$ cat src/rtl/rgbsharp_pkg.sv
// Shared types and constants for the RGB 3x3 sharpen block.
// No dependencies; imported by the window, kernel and top-level modules.
`default_nettype none

package rgbsharp_pkg;

   // One RGB pixel, red in the upper byte.
   typedef struct packed {
      logic [7:0] red;
      logic [7:0] green;
      logic [7:0] blue;
   } pixel_type;

   // The five neighbors that the kernel needs for one output pixel.
   typedef struct packed {
      pixel_type left;
      pixel_type up;
      pixel_type center;
      pixel_type down;
      pixel_type right;
   } taps_type;

   // Register map, index = paddr[3:2]
   typedef enum logic [1:0] {
      REG_AMOUNT,
      REG_WIDTH,
      REG_HEIGHT
   } reg_index_type;

   localparam logic [6:0]  AMOUNT_RESET = 7'd100;
   localparam logic [11:0] WIDTH_RESET  = 12'd640;
   localparam logic [12:0] HEIGHT_RESET = 13'd480;

   localparam logic [6:0]  PASS_AMOUNT  = 7'd50;   // unity gain
   localparam logic [6:0]  MAX_AMOUNT   = 7'd100;  // above this: pass-through
   localparam logic [7:0]  AMOUNT_BIAS  = 8'd15;

   // q = p / 100 as (p * 5243) >> 19, exact for 0 <= p < 43690
   localparam logic [12:0] RECIP_100    = 13'd5243;
   localparam int          RECIP_SHIFT  = 19;
   localparam int          CLAMP_LIMIT  = 25600;   // 256 * 100
   localparam logic [7:0]  PIXEL_MAX    = 8'd255;

   localparam int          MIN_DIM      = 3;

   // Clamp a programmed dimension to MIN_DIM..maxv
   function automatic int limit_dim(logic [31:0] v, int maxv);
      int res;
      res = int'(v);
      if (v < 32'(MIN_DIM)) begin
         res = MIN_DIM;
      end else if (v > 32'(maxv)) begin
         res = maxv;
      end
      return res;
   endfunction

endpackage

`default_nettype wire

$ cat src/rtl/rgbsharp_kernel.sv
// Sharpen arithmetic: Laplacian sum, gain multiply, divide by 100 and clamp.
// Three register stages, the last is the output register. Depends on rgbsharp_pkg.
`default_nettype none

module rgbsharp_kernel
   import rgbsharp_pkg::*;
#(
   parameter int COL_W = 11,
   parameter int ROW_W = 12
) (
   input  logic             clock,
   input  logic             reset,
   input  logic [6:0]       amount,
   input  logic             in_valid,
   output logic             in_ready,
   input  taps_type         taps,
   input  logic [COL_W-1:0] in_column,
   input  logic [ROW_W-1:0] in_row,
   input  logic             in_last,
   output logic             out_valid,
   input  logic             out_ready,
   output pixel_type        out_pixel,
   output logic [COL_W-1:0] out_column,
   output logic [ROW_W-1:0] out_row,
   output logic             out_last
);

   logic free2, free3, free4;

   logic [7:0]        ch_left[3], ch_up[3], ch_cen[3], ch_down[3], ch_right[3];
   logic [11:0]       sum_in[3];
   logic signed [20:0] prod_in[3];
   logic [27:0]       quot[3];
   logic [7:0]        res_in[3];
   logic [7:0]        s3_cen_ch[3];

   // stage 2: Laplacian sum
   logic               s2_v_ff;
   logic signed [11:0] s2_sum_ff[3];
   pixel_type          s2_cen_ff;
   logic               s2_pass_ff;
   logic [7:0]         s2_k_ff;
   logic [COL_W-1:0]   s2_col_ff;
   logic [ROW_W-1:0]   s2_row_ff;
   logic               s2_last_ff;

   // stage 3: scaled sum
   logic               s3_v_ff;
   logic signed [20:0] s3_prod_ff[3];
   pixel_type          s3_cen_ff;
   logic               s3_pass_ff;
   logic [COL_W-1:0]   s3_col_ff;
   logic [ROW_W-1:0]   s3_row_ff;
   logic               s3_last_ff;

   // stage 4: output register
   logic               s4_v_ff;
   logic [7:0]         s4_res_ff[3];
   logic [COL_W-1:0]   s4_col_ff;
   logic [ROW_W-1:0]   s4_row_ff;
   logic               s4_last_ff;

   assign free4    = !s4_v_ff || out_ready;
   assign free3    = !s3_v_ff || free4;
   assign free2    = !s2_v_ff || free3;
   assign in_ready = free2;

   // split neighbors into channels, red first
   always_comb begin
      ch_left[0]  = taps.left.red;   ch_left[1]  = taps.left.green;
      ch_left[2]  = taps.left.blue;
      ch_up[0]    = taps.up.red;     ch_up[1]    = taps.up.green;
      ch_up[2]    = taps.up.blue;
      ch_cen[0]   = taps.center.red; ch_cen[1]   = taps.center.green;
      ch_cen[2]   = taps.center.blue;
      ch_down[0]  = taps.down.red;   ch_down[1]  = taps.down.green;
      ch_down[2]  = taps.down.blue;
      ch_right[0] = taps.right.red;  ch_right[1] = taps.right.green;
      ch_right[2] = taps.right.blue;
   end

   // 5*center - 4 neighbors, fits 12 bits signed (-1020..1275)
   always_comb begin
      for (int i = 0; i < 3; i++) begin
         sum_in[i] = 12'(ch_cen[i]) * 12'd5 - 12'(ch_up[i]) - 12'(ch_down[i])
                     - 12'(ch_left[i]) - 12'(ch_right[i]);
      end
   end

   always_ff @(posedge clock) begin
      if (reset) begin
         s2_v_ff <= 1'b0;
      end else if (free2) begin
         s2_v_ff <= in_valid;
      end
      if (free2) begin
         for (int i = 0; i < 3; i++) begin
            s2_sum_ff[i] <= $signed(sum_in[i]);
         end
         s2_cen_ff  <= taps.center;
         s2_pass_ff <= (amount == PASS_AMOUNT) || (amount > MAX_AMOUNT);
         s2_k_ff    <= 8'(amount) + AMOUNT_BIAS;
         s2_col_ff  <= in_column;
         s2_row_ff  <= in_row;
         s2_last_ff <= in_last;
      end
   end

   // gain multiply
   always_comb begin
      for (int i = 0; i < 3; i++) begin
         prod_in[i] = s2_sum_ff[i] * $signed({1'b0, s2_k_ff});
      end
   end

   always_ff @(posedge clock) begin
      if (reset) begin
         s3_v_ff <= 1'b0;
      end else if (free3) begin
         s3_v_ff <= s2_v_ff;
      end
      if (free3) begin
         for (int i = 0; i < 3; i++) begin
            s3_prod_ff[i] <= prod_in[i];
         end
         s3_cen_ff  <= s2_cen_ff;
         s3_pass_ff <= s2_pass_ff;
         s3_col_ff  <= s2_col_ff;
         s3_row_ff  <= s2_row_ff;
         s3_last_ff <= s2_last_ff;
      end
   end

   // divide by 100 through the reciprocal, clamp to 0..255
   always_comb begin
      s3_cen_ch[0] = s3_cen_ff.red;
      s3_cen_ch[1] = s3_cen_ff.green;
      s3_cen_ch[2] = s3_cen_ff.blue;
      for (int i = 0; i < 3; i++) begin
         quot[i] = 28'(s3_prod_ff[i][14:0]) * 28'(RECIP_100);
         if (s3_pass_ff) begin
            res_in[i] = s3_cen_ch[i];
         end else if (s3_prod_ff[i] <= 21'sd0) begin
            res_in[i] = '0;
         end else if (s3_prod_ff[i] >= 21'(CLAMP_LIMIT)) begin
            res_in[i] = PIXEL_MAX;
         end else begin
            res_in[i] = 8'(quot[i] >> RECIP_SHIFT);
         end
      end
   end

   always_ff @(posedge clock) begin
      if (reset) begin
         s4_v_ff <= 1'b0;
      end else if (free4) begin
         s4_v_ff <= s3_v_ff;
      end
      if (free4) begin
         for (int i = 0; i < 3; i++) begin
            s4_res_ff[i] <= res_in[i];
         end
         s4_col_ff  <= s3_col_ff;
         s4_row_ff  <= s3_row_ff;
         s4_last_ff <= s3_last_ff;
      end
   end

   assign out_valid       = s4_v_ff;
   assign out_pixel.red   = s4_res_ff[0];
   assign out_pixel.green = s4_res_ff[1];
   assign out_pixel.blue  = s4_res_ff[2];
   assign out_column      = s4_col_ff;
   assign out_row         = s4_row_ff;
   assign out_last        = s4_last_ff;

endmodule

`default_nettype wire

$ cat config.mk
export PLATFORM = sky130hd
export DESIGN_NAME = rgbsharp_kernel
export DESIGN_NICKNAME = d
export VERILOG_FILES = /design/src/rtl/rgbsharp_pkg.sv /design/src/rtl/rgbsharp_kernel.sv
export SDC_FILE = /design/constraint.sdc
export NUM_CORES = 2
export LEC_CHECK = 0
export ABC_AREA = 1
export BUFFER_PORTS_ARGS = -buffer_cell sky130_fd_sc_hd__buf_2
export CELL_PAD_IN_SITES_DETAIL_PLACEMENT = 1
export CELL_PAD_IN_SITES_GLOBAL_PLACEMENT = 1
export CORE_MARGIN = 2
export CORE_UTILIZATION = 40
export CTS_BUF_LIST = sky130_fd_sc_hd__clkbuf_4 sky130_fd_sc_hd__clkbuf_8
export CTS_CLUSTER_SIZE = 24
export DETAILED_ROUTE_END_ITERATION = 8
export PLACE_DENSITY_LB_ADDON = 0.1
export SLEW_MARGIN = 20
export SYNTH_ARGS = -nofsm -noshare
export SYNTH_HDL_FRONTEND = slang
export SYNTH_SLANG_ARGS = --single-unit
$ cat constraint.sdc
create_clock -name clock -period 4.9 [get_ports clock]
set_input_delay 0.735 -clock clock [delete_from_list [all_inputs] [get_ports clock]]
set_output_delay 0.735 -clock clock [all_outputs]
set_load 0.05 [all_outputs]
# Word-level counts from Yosys, hierarchy flattened
# Memories as Yosys holds them, arrays and structs flattened.
# Index checks and enable logic that the tools add are counted.
word_totals:
  regBits: 133
  latch_bits: 0
  ramBits: 123
  mem_bits_ro: 0
  input_bits: 155
  output_inout_bits: 50
  mem_count: 3
classes:
  n_addsub: 13
  mul: 9
  n_div: 0
  magnitude_cmp: 7
  eq_ne: 1
  n_shift: 0
  muxes: 15
  bitwise: 0
  n_reduce_logical: 7
memory_table:
  columns: ["name", "depth", "width", "rd", "rd_ports_with_merged_regs", "wr", "line", "rtl"]
  rows:
  - ["s3_prod_ff", 3, 21, 3, 0, 3, "rgbsharp_kernel.sv:49", "logic signed [20:0] s3_prod_ff[3];"]
  - ["s2_sum_ff", 3, 12, 3, 0, 3, "rgbsharp_kernel.sv:39", "logic signed [11:0] s2_sum_ff[3];"]
  - ["s4_res_ff", 3, 8, 3, 0, 3, "rgbsharp_kernel.sv:58", "logic [7:0] s4_res_ff[3];"]
op_table:
  columns: ["op", "count"]
  rows:
  - ["12-bit by 8-bit subtractor with 12-bit output", 9]
  - ["15-bit by 13-bit multiplier with 27-bit output, second input constant", 3]
  - ["8-bit 2-to-1 mux", 9]
  - ["21-bit by 16-bit >= comparator with 1-bit output, second input constant", 3]
  - ["21-bit by 1-bit less-or-equal comparator with 1-bit output, second input constant", 3]
  - ["12-bit by 9-bit multiplier with 21-bit output", 3]
  - ["11-bit by 8-bit subtractor with 12-bit output", 3]
  - ["8-bit by 3-bit multiplier with 11-bit output, second input constant", 3]
  - ["7-bit by 4-bit adder with 8-bit output, second input constant", 1]
  - ["7-bit by 6-bit equality test with 1-bit output, second input constant", 1]
  - ["7-bit > comparator, second input constant", 1]
  - ["1-bit 2-to-1 mux", 6]
  - ["1-bit logical OR", 4]
  - ["1-bit zero test", 3]

# Longest topological paths before layout
logic_depth:
  word_depth: 6
  depth_mapped: 23

# Worst setup path before layout
# No wires, ideal clock.
synth_path:
  path_kind: "input-to-output"
  start: "input port out_ready"
  end: "output port in_ready"
  t_arrival_ps: 4296
  t_required_ps: 4165
  path_slack_ps: -131
  stages: 4
  path_buffers: 0
  path_cell_list: "inv_1 > nand2_1 > nor2_1 > nand2_1"
synth_via:
  elab_chain_cells: 3
synth_rtl:
  columns: ["element", "line", "rtl"]
  rows:
  - ["start: declaration", "rgbsharp_kernel.sv:21", "input logic out_ready,"]
  - ["1-bit logical OR", "rgbsharp_kernel.sv:63", "assign free4 = !s4_v_ff || out_ready;"]
  - ["via free4", "rgbsharp_kernel.sv:28", "logic free2, free3, free4;"]
  - ["1-bit logical OR", "rgbsharp_kernel.sv:64", "assign free3 = !s3_v_ff || free4;"]
  - ["1-bit logical OR", "rgbsharp_kernel.sv:65", "assign free2 = !s2_v_ff || free3;"]
  - ["end: declaration", "rgbsharp_kernel.sv:15", "output logic in_ready,"]
# The timed path passes the listed nets, and every way through them passes these cells.

==> results_tabular.tex <==
\begin{tabular}{lr}
\hline
Metric & Value \\
\hline
\multicolumn{2}{l}{\textbf{Run status}} \\
\quad Run status & complete, no violations \\
\multicolumn{2}{l}{\textbf{Critical path}} \\
\quad Crit-path max FO & 5 \\
\quad Setup slack, reg-to-reg & 0.16 ns \\
\quad Arrival time of the worst setup path & 5.14 ns \\
\quad FF-to-FF Start & s3\_prod\_ff[0][53]\$\_DFFE\_PP\_ \\
\quad Worst setup SP type & flip-flop \\
\quad Endpoint class of the critical path & flip-flop \\
\quad Kind of critical path & reg2reg \\
\quad FF-to-FF End & s4\_res\_ff[0][21]\$\_DFFE\_PP\_ \\
\quad Number of cells traversed by the worst register-to-register path & 20 \\
\quad Required time reported for the critical path endpoint & 5.30 ns \\
\multicolumn{2}{l}{\textbf{Clock network}} \\
\quad Clock sinks & 256 \\
\quad TritonCTS Buffers & 46 \\
\quad Clock network latency to the later pin of the worst-skew pair & 0.65 ns \\
\quad Max Buffers Root-to-Sink & 3 \\
\quad H-tree Lvls & 2 \\
\quad Clock tree from TritonCTS & yes \\
\quad Hold-fix buffers at CTS & 0 \\
\quad Clock Root Buffer & sky130\_fd\_sc\_hd\_\_clkbuf\_8 \\
\quad Clock-pin slew on the worst setup and hold paths & 0.06 ns \\
\multicolumn{2}{l}{\textbf{Worst hold path}} \\
\quad Hold Path Cell Cnt & 1 \\
\quad Worst hold path startpoint & in\_column[8] \\
\quad Type of the most critical hold path & in2reg \\
\quad Hold endpoint & s2\_col\_ff[8]\$\_DFFE\_PP\_ \\
\multicolumn{2}{l}{\textbf{Floorplan}} \\
\quad Die boundary width & 305 um \\
\quad I/O Pins & 205 \\
\quad Die Outline Area & 0.0933 sq mm \\
\quad Core outline area & 0.0900 sq mm \\
\quad Cell row count & 110 \\
\quad Chip height & 305 um \\
\quad Starting density of the core & 40.4\% \\
\multicolumn{2}{l}{\textbf{Routing}} \\
\quad Initial DRT Pass Iterations & 5 \\
\quad Final wirelength & 87.7 mm \\
\quad DRC & 0 \\
\quad Count of nets left with antenna violations after detail routing & 0 \\
\quad Average wire per standard cell & 16.0 um \\
\quad Number of vias per cell & 4.67 \\
\quad Count of vias placed by the detailed router & 25600 \\
\quad DRT iter0 DRCs & 872 \\
\multicolumn{2}{l}{\textbf{Synth}} \\
\quad Syn Area/Cell & 9.13 sq um \\
\quad Main synth FF type & sky130\_fd\_sc\_hd\_\_edfxtp\_1 \\
\quad Part of the Yosys area used for sequential elements & 21.1\% \\
\quad Async SR Flop Fraction & 0\% \\
\quad Number of nets in the synthesized netlist & 5192 \\
\quad FF+latch count, synth & 256 \\
\quad Synthesis warning total & 0 \\
\quad Post-Synthesis Cell Area & 0.0363 sq mm \\
\quad Number of enable flip-flop cells after synthesis & 253 \\
\quad Library cells used by synthesis & 41 \\
\quad Synthesized instance count & 3981 \\
\multicolumn{2}{l}{\textbf{Layout}} \\
\quad Filler Cells Inserted & 10600 \\
\quad Area added between synthesis and finish & 11.9\% \\
\quad Combined area of the multi-input logic cells & 0.0241 sq mm \\
\quad Final net count & 5478 \\
\quad Share of layout cells above drive strength 1 & 10.9\% \\
\quad Register area & 0.00766 sq mm \\
\multicolumn{2}{l}{\textbf{Global route}} \\
\quad Met1 GRT Util & 28.4\% \\
\quad Initial antenna violation count & 3 \\
\quad Remaining global-route overflow & 0 \\
\quad Met2 global-route usage & 31.5\% \\
\quad First-pass GRT wire length & 145 mm \\
\quad Routing layer with the top usage in global route & met2 \\
\quad Global-route total usage across every layer & 19.4\% \\
\quad Vias in the first global route & 27900 \\
\quad Largest net degree at the start of global routing & 58 \\
\quad Met3 demand-to-capacity share in global routing & 2.00\% \\
\multicolumn{2}{l}{\textbf{STA}} \\
\quad Ratio of final minimum period to clock period & 96.8\% \\
\quad Worst slew slack as a fraction of its limit & 45.7\% \\
\quad Time the worst path needs with I/O delays and setup & 4.74 ns \\
\quad Final Slew Violations & 0 \\
\quad Hold\_ws & 0.264 ns \\
\quad Maximum clock skew at final layout & 0.0461 ns \\
\quad Slew at the pin with the worst max-slew slack & 0.814 ns \\
\quad Endpoints failing hold & 0 \\
\quad Count of final setup violators & 0 \\
\quad Unrepaired setup endpoints after global routing & true \\
\quad Fmax achieved & 211 MHz \\
\multicolumn{2}{l}{\textbf{Flow run}} \\
\quad Number of max-capacitance violations reported & 0 \\
\multicolumn{2}{l}{\textbf{Place}} \\
\quad DPL Wire Length & 74.7 mm \\
\quad Final Wtd Congestion & 0.828 \\
\quad Buffers on Ports & 204 \\
\hline
\end{tabular}
==> synthesized netlist by cell type (4+ instances only) <==
cell type	instances	share of area (%)
sky130_fd_sc_hd__inv_1	1206	12
sky130_fd_sc_hd__nand2_1	737	7.6
sky130_fd_sc_hd__fa_1	528	29
sky130_fd_sc_hd__ha_1	528	18
sky130_fd_sc_hd__edfxtp_1	253	21
sky130_fd_sc_hd__a21oi_1	139	1.9
sky130_fd_sc_hd__nand3_1	105	1.4
sky130_fd_sc_hd__nor2_1	100	1.0
sky130_fd_sc_hd__xor2_1	59	1.4
sky130_fd_sc_hd__o21ai_0	54	0.74
sky130_fd_sc_hd__clkbuf_1	42	0.43
sky130_fd_sc_hd__xnor2_1	41	0.99
sky130_fd_sc_hd__nor3_1	25	0.34
sky130_fd_sc_hd__nand4_1	21	0.36
sky130_fd_sc_hd__clkbuf_2	20	0.28
sky130_fd_sc_hd__o21bai_1	17	0.35
sky130_fd_sc_hd__a21o_1	16	0.33
sky130_fd_sc_hd__buf_1	9	0.093
sky130_fd_sc_hd__nand3b_1	9	0.19
sky130_fd_sc_hd__nor2_2	9	0.15
sky130_fd_sc_hd__a21oi_2	7	0.17
sky130_fd_sc_hd__nand2_2	6	0.10
sky130_fd_sc_hd__o21ai_2	6	0.14
sky130_fd_sc_hd__o31ai_1	6	0.12
sky130_fd_sc_hd__nor3_2	5	0.14
sky130_fd_sc_hd__a31oi_1	4	0.069
sky130_fd_sc_hd__nor3b_1	4	0.083
==> sequential cells by signal (all words and copies together) (netlist names), 12 cells and up <==
signal and count:
s3_cen_ch 24, s4_res_ff 24, out_row 12, s3_row_ff 12
s2_row_ff 12, s3_prod_ff 63, s2_cen_ff 24, s2_sum_ff 36
==> cell families (layout without fill, tap and decap cells) <==
group / Yosys count / after routing / share of synthesized area, %
adder cells (fa/ha/maj): 1056 / 1056 / 47.3
AND/OR/NAND/NOR: 1029 / 1029 / 11.7
other: 0 / 1 / 0
flip-flops: 256 / 256 / 21.1
buffers and inverters: 1277 / 1599 / 13.3
XOR/XNOR: 100 / 100 / 2.41
AO/OA/AOI/OAI: 263 / 263 / 4.33
==> worst max-delay path by stage <==
stage                                startpoint                    endpoint  slack (ns)  cells past startpoint
floorplan                             out_ready      s3_cen_ch[0]$_DFFE_PP_        0.19                      4
global placement    s3_prod_ff[0][54]$_DFFE_PP_  s4_res_ff[0][21]$_DFFE_PP_        0.01                     18
detailed placement  s3_prod_ff[0][54]$_DFFE_PP_  s4_res_ff[0][21]$_DFFE_PP_       -0.04                     18
CTS                 s3_prod_ff[0][33]$_DFFE_PP_  s4_res_ff[0][11]$_DFFE_PP_       0.005                     20
global route        s3_prod_ff[0][53]$_DFFE_PP_  s4_res_ff[0][21]$_DFFE_PP_       -0.09                     22
finish              s3_prod_ff[0][53]$_DFFE_PP_  s4_res_ff[0][21]$_DFFE_PP_        0.16                     20
==> worst max-delay path: stages (launching register included) <==
cell                       delay, ns
sky130_fd_sc_hd__edfxtp_1       0.47
sky130_fd_sc_hd__buf_4          0.19
sky130_fd_sc_hd__fa_1           0.46
sky130_fd_sc_hd__ha_1           0.28
sky130_fd_sc_hd__inv_1          0.05
sky130_fd_sc_hd__fa_1           0.55
sky130_fd_sc_hd__inv_1          0.05
sky130_fd_sc_hd__fa_1           0.47
sky130_fd_sc_hd__inv_1          0.05
sky130_fd_sc_hd__fa_1           0.48
sky130_fd_sc_hd__inv_1          0.04
sky130_fd_sc_hd__ha_1           0.31
sky130_fd_sc_hd__nand2_1        0.12
sky130_fd_sc_hd__nor2_2         0.17
sky130_fd_sc_hd__nand2_1        0.10
sky130_fd_sc_hd__nor2_2         0.12
sky130_fd_sc_hd__nand3_1        0.14
sky130_fd_sc_hd__nand3_1        0.12
sky130_fd_sc_hd__nand3_1        0.15
sky130_fd_sc_hd__nand2_1        0.10
sky130_fd_sc_hd__nand2_1        0.06
==> final cells by class <==
type                            count  area share, %
Inverter                         1206           11.1
Timing Repair Buffer              309           4.72
Clock inverter                     31          0.745
Multi-Input combinational cell   2448           59.3
Antenna cell                        1        0.00615
Clock buffer                       53           1.69
Sequential cell                   256           18.8
Tap cell                         1176           3.62
==> through the flow <==
step | cell area (sq um) | TNS [ns] | setup WS, ns | util, % | std cells
5_1_grt | 40700 | -0.395 | -0.0910 | 45.2 | 5480
4_1_cts | 40000 | 0 | 0.00478 | 44.4 | 5418
3_3_place_gp | 39000 | 0 | 0.0114 | 43.3 | 5333
6_report | 40700 | 0 | 0.159 | 45.2 | 5480
2_1_floorplan | 36300 | 0 | 0.188 | - | 3981
3_5_place_dp | 39000 | -0.0449 | -0.0380 | 43.3 | 5333
==> timing repair <==
| item | 4_1_cts | 5_1_grt |
|---|---|---|
| gates cloned | 0 | 0 |
| resized for setup | 1 | 51 |
| endpoints found under the setup margin | 2 | 25 |
| setup buffers | 1 | 61 |
| pin swaps | 0 | 7 |
==> routing by layer <==
layer	vias up	wire, um	part of all wire, %
met5	-	14	0.016
met4	2	1120	1.3
met3	76	2430	2.8
met2	264	40200	46
met1	12700	44000	50
li1	12500	-	-
==> cell usage in the layout, fill, tap and decap left out, types with 9 or more instances in the layout <==
cell,instances
sky130_fd_sc_hd__buf_4,93
sky130_fd_sc_hd__xnor2_1,41
sky130_fd_sc_hd__clkinv_2,9
sky130_fd_sc_hd__a21o_1,16
sky130_fd_sc_hd__fa_1,528
sky130_fd_sc_hd__ha_1,519
sky130_fd_sc_hd__nand2_1,726
sky130_fd_sc_hd__a21oi_1,130
sky130_fd_sc_hd__clkbuf_8,46
sky130_fd_sc_hd__nand4_1,21
sky130_fd_sc_hd__buf_2,205
sky130_fd_sc_hd__nor2_2,15
sky130_fd_sc_hd__inv_1,1205
sky130_fd_sc_hd__a21oi_2,15
sky130_fd_sc_hd__nand3_1,103
sky130_fd_sc_hd__nand2_2,15
sky130_fd_sc_hd__nor2_1,93
sky130_fd_sc_hd__nor3_1,25
sky130_fd_sc_hd__edfxtp_1,253
sky130_fd_sc_hd__clkinv_1,9
sky130_fd_sc_hd__xor2_1,59
sky130_fd_sc_hd__nand3b_1,9
sky130_fd_sc_hd__o21bai_1,16
sky130_fd_sc_hd__o21ai_0,50
Power is not shown: default switching activity piles up to over one toggle a cycle in this logic, so the estimate is an artifact.
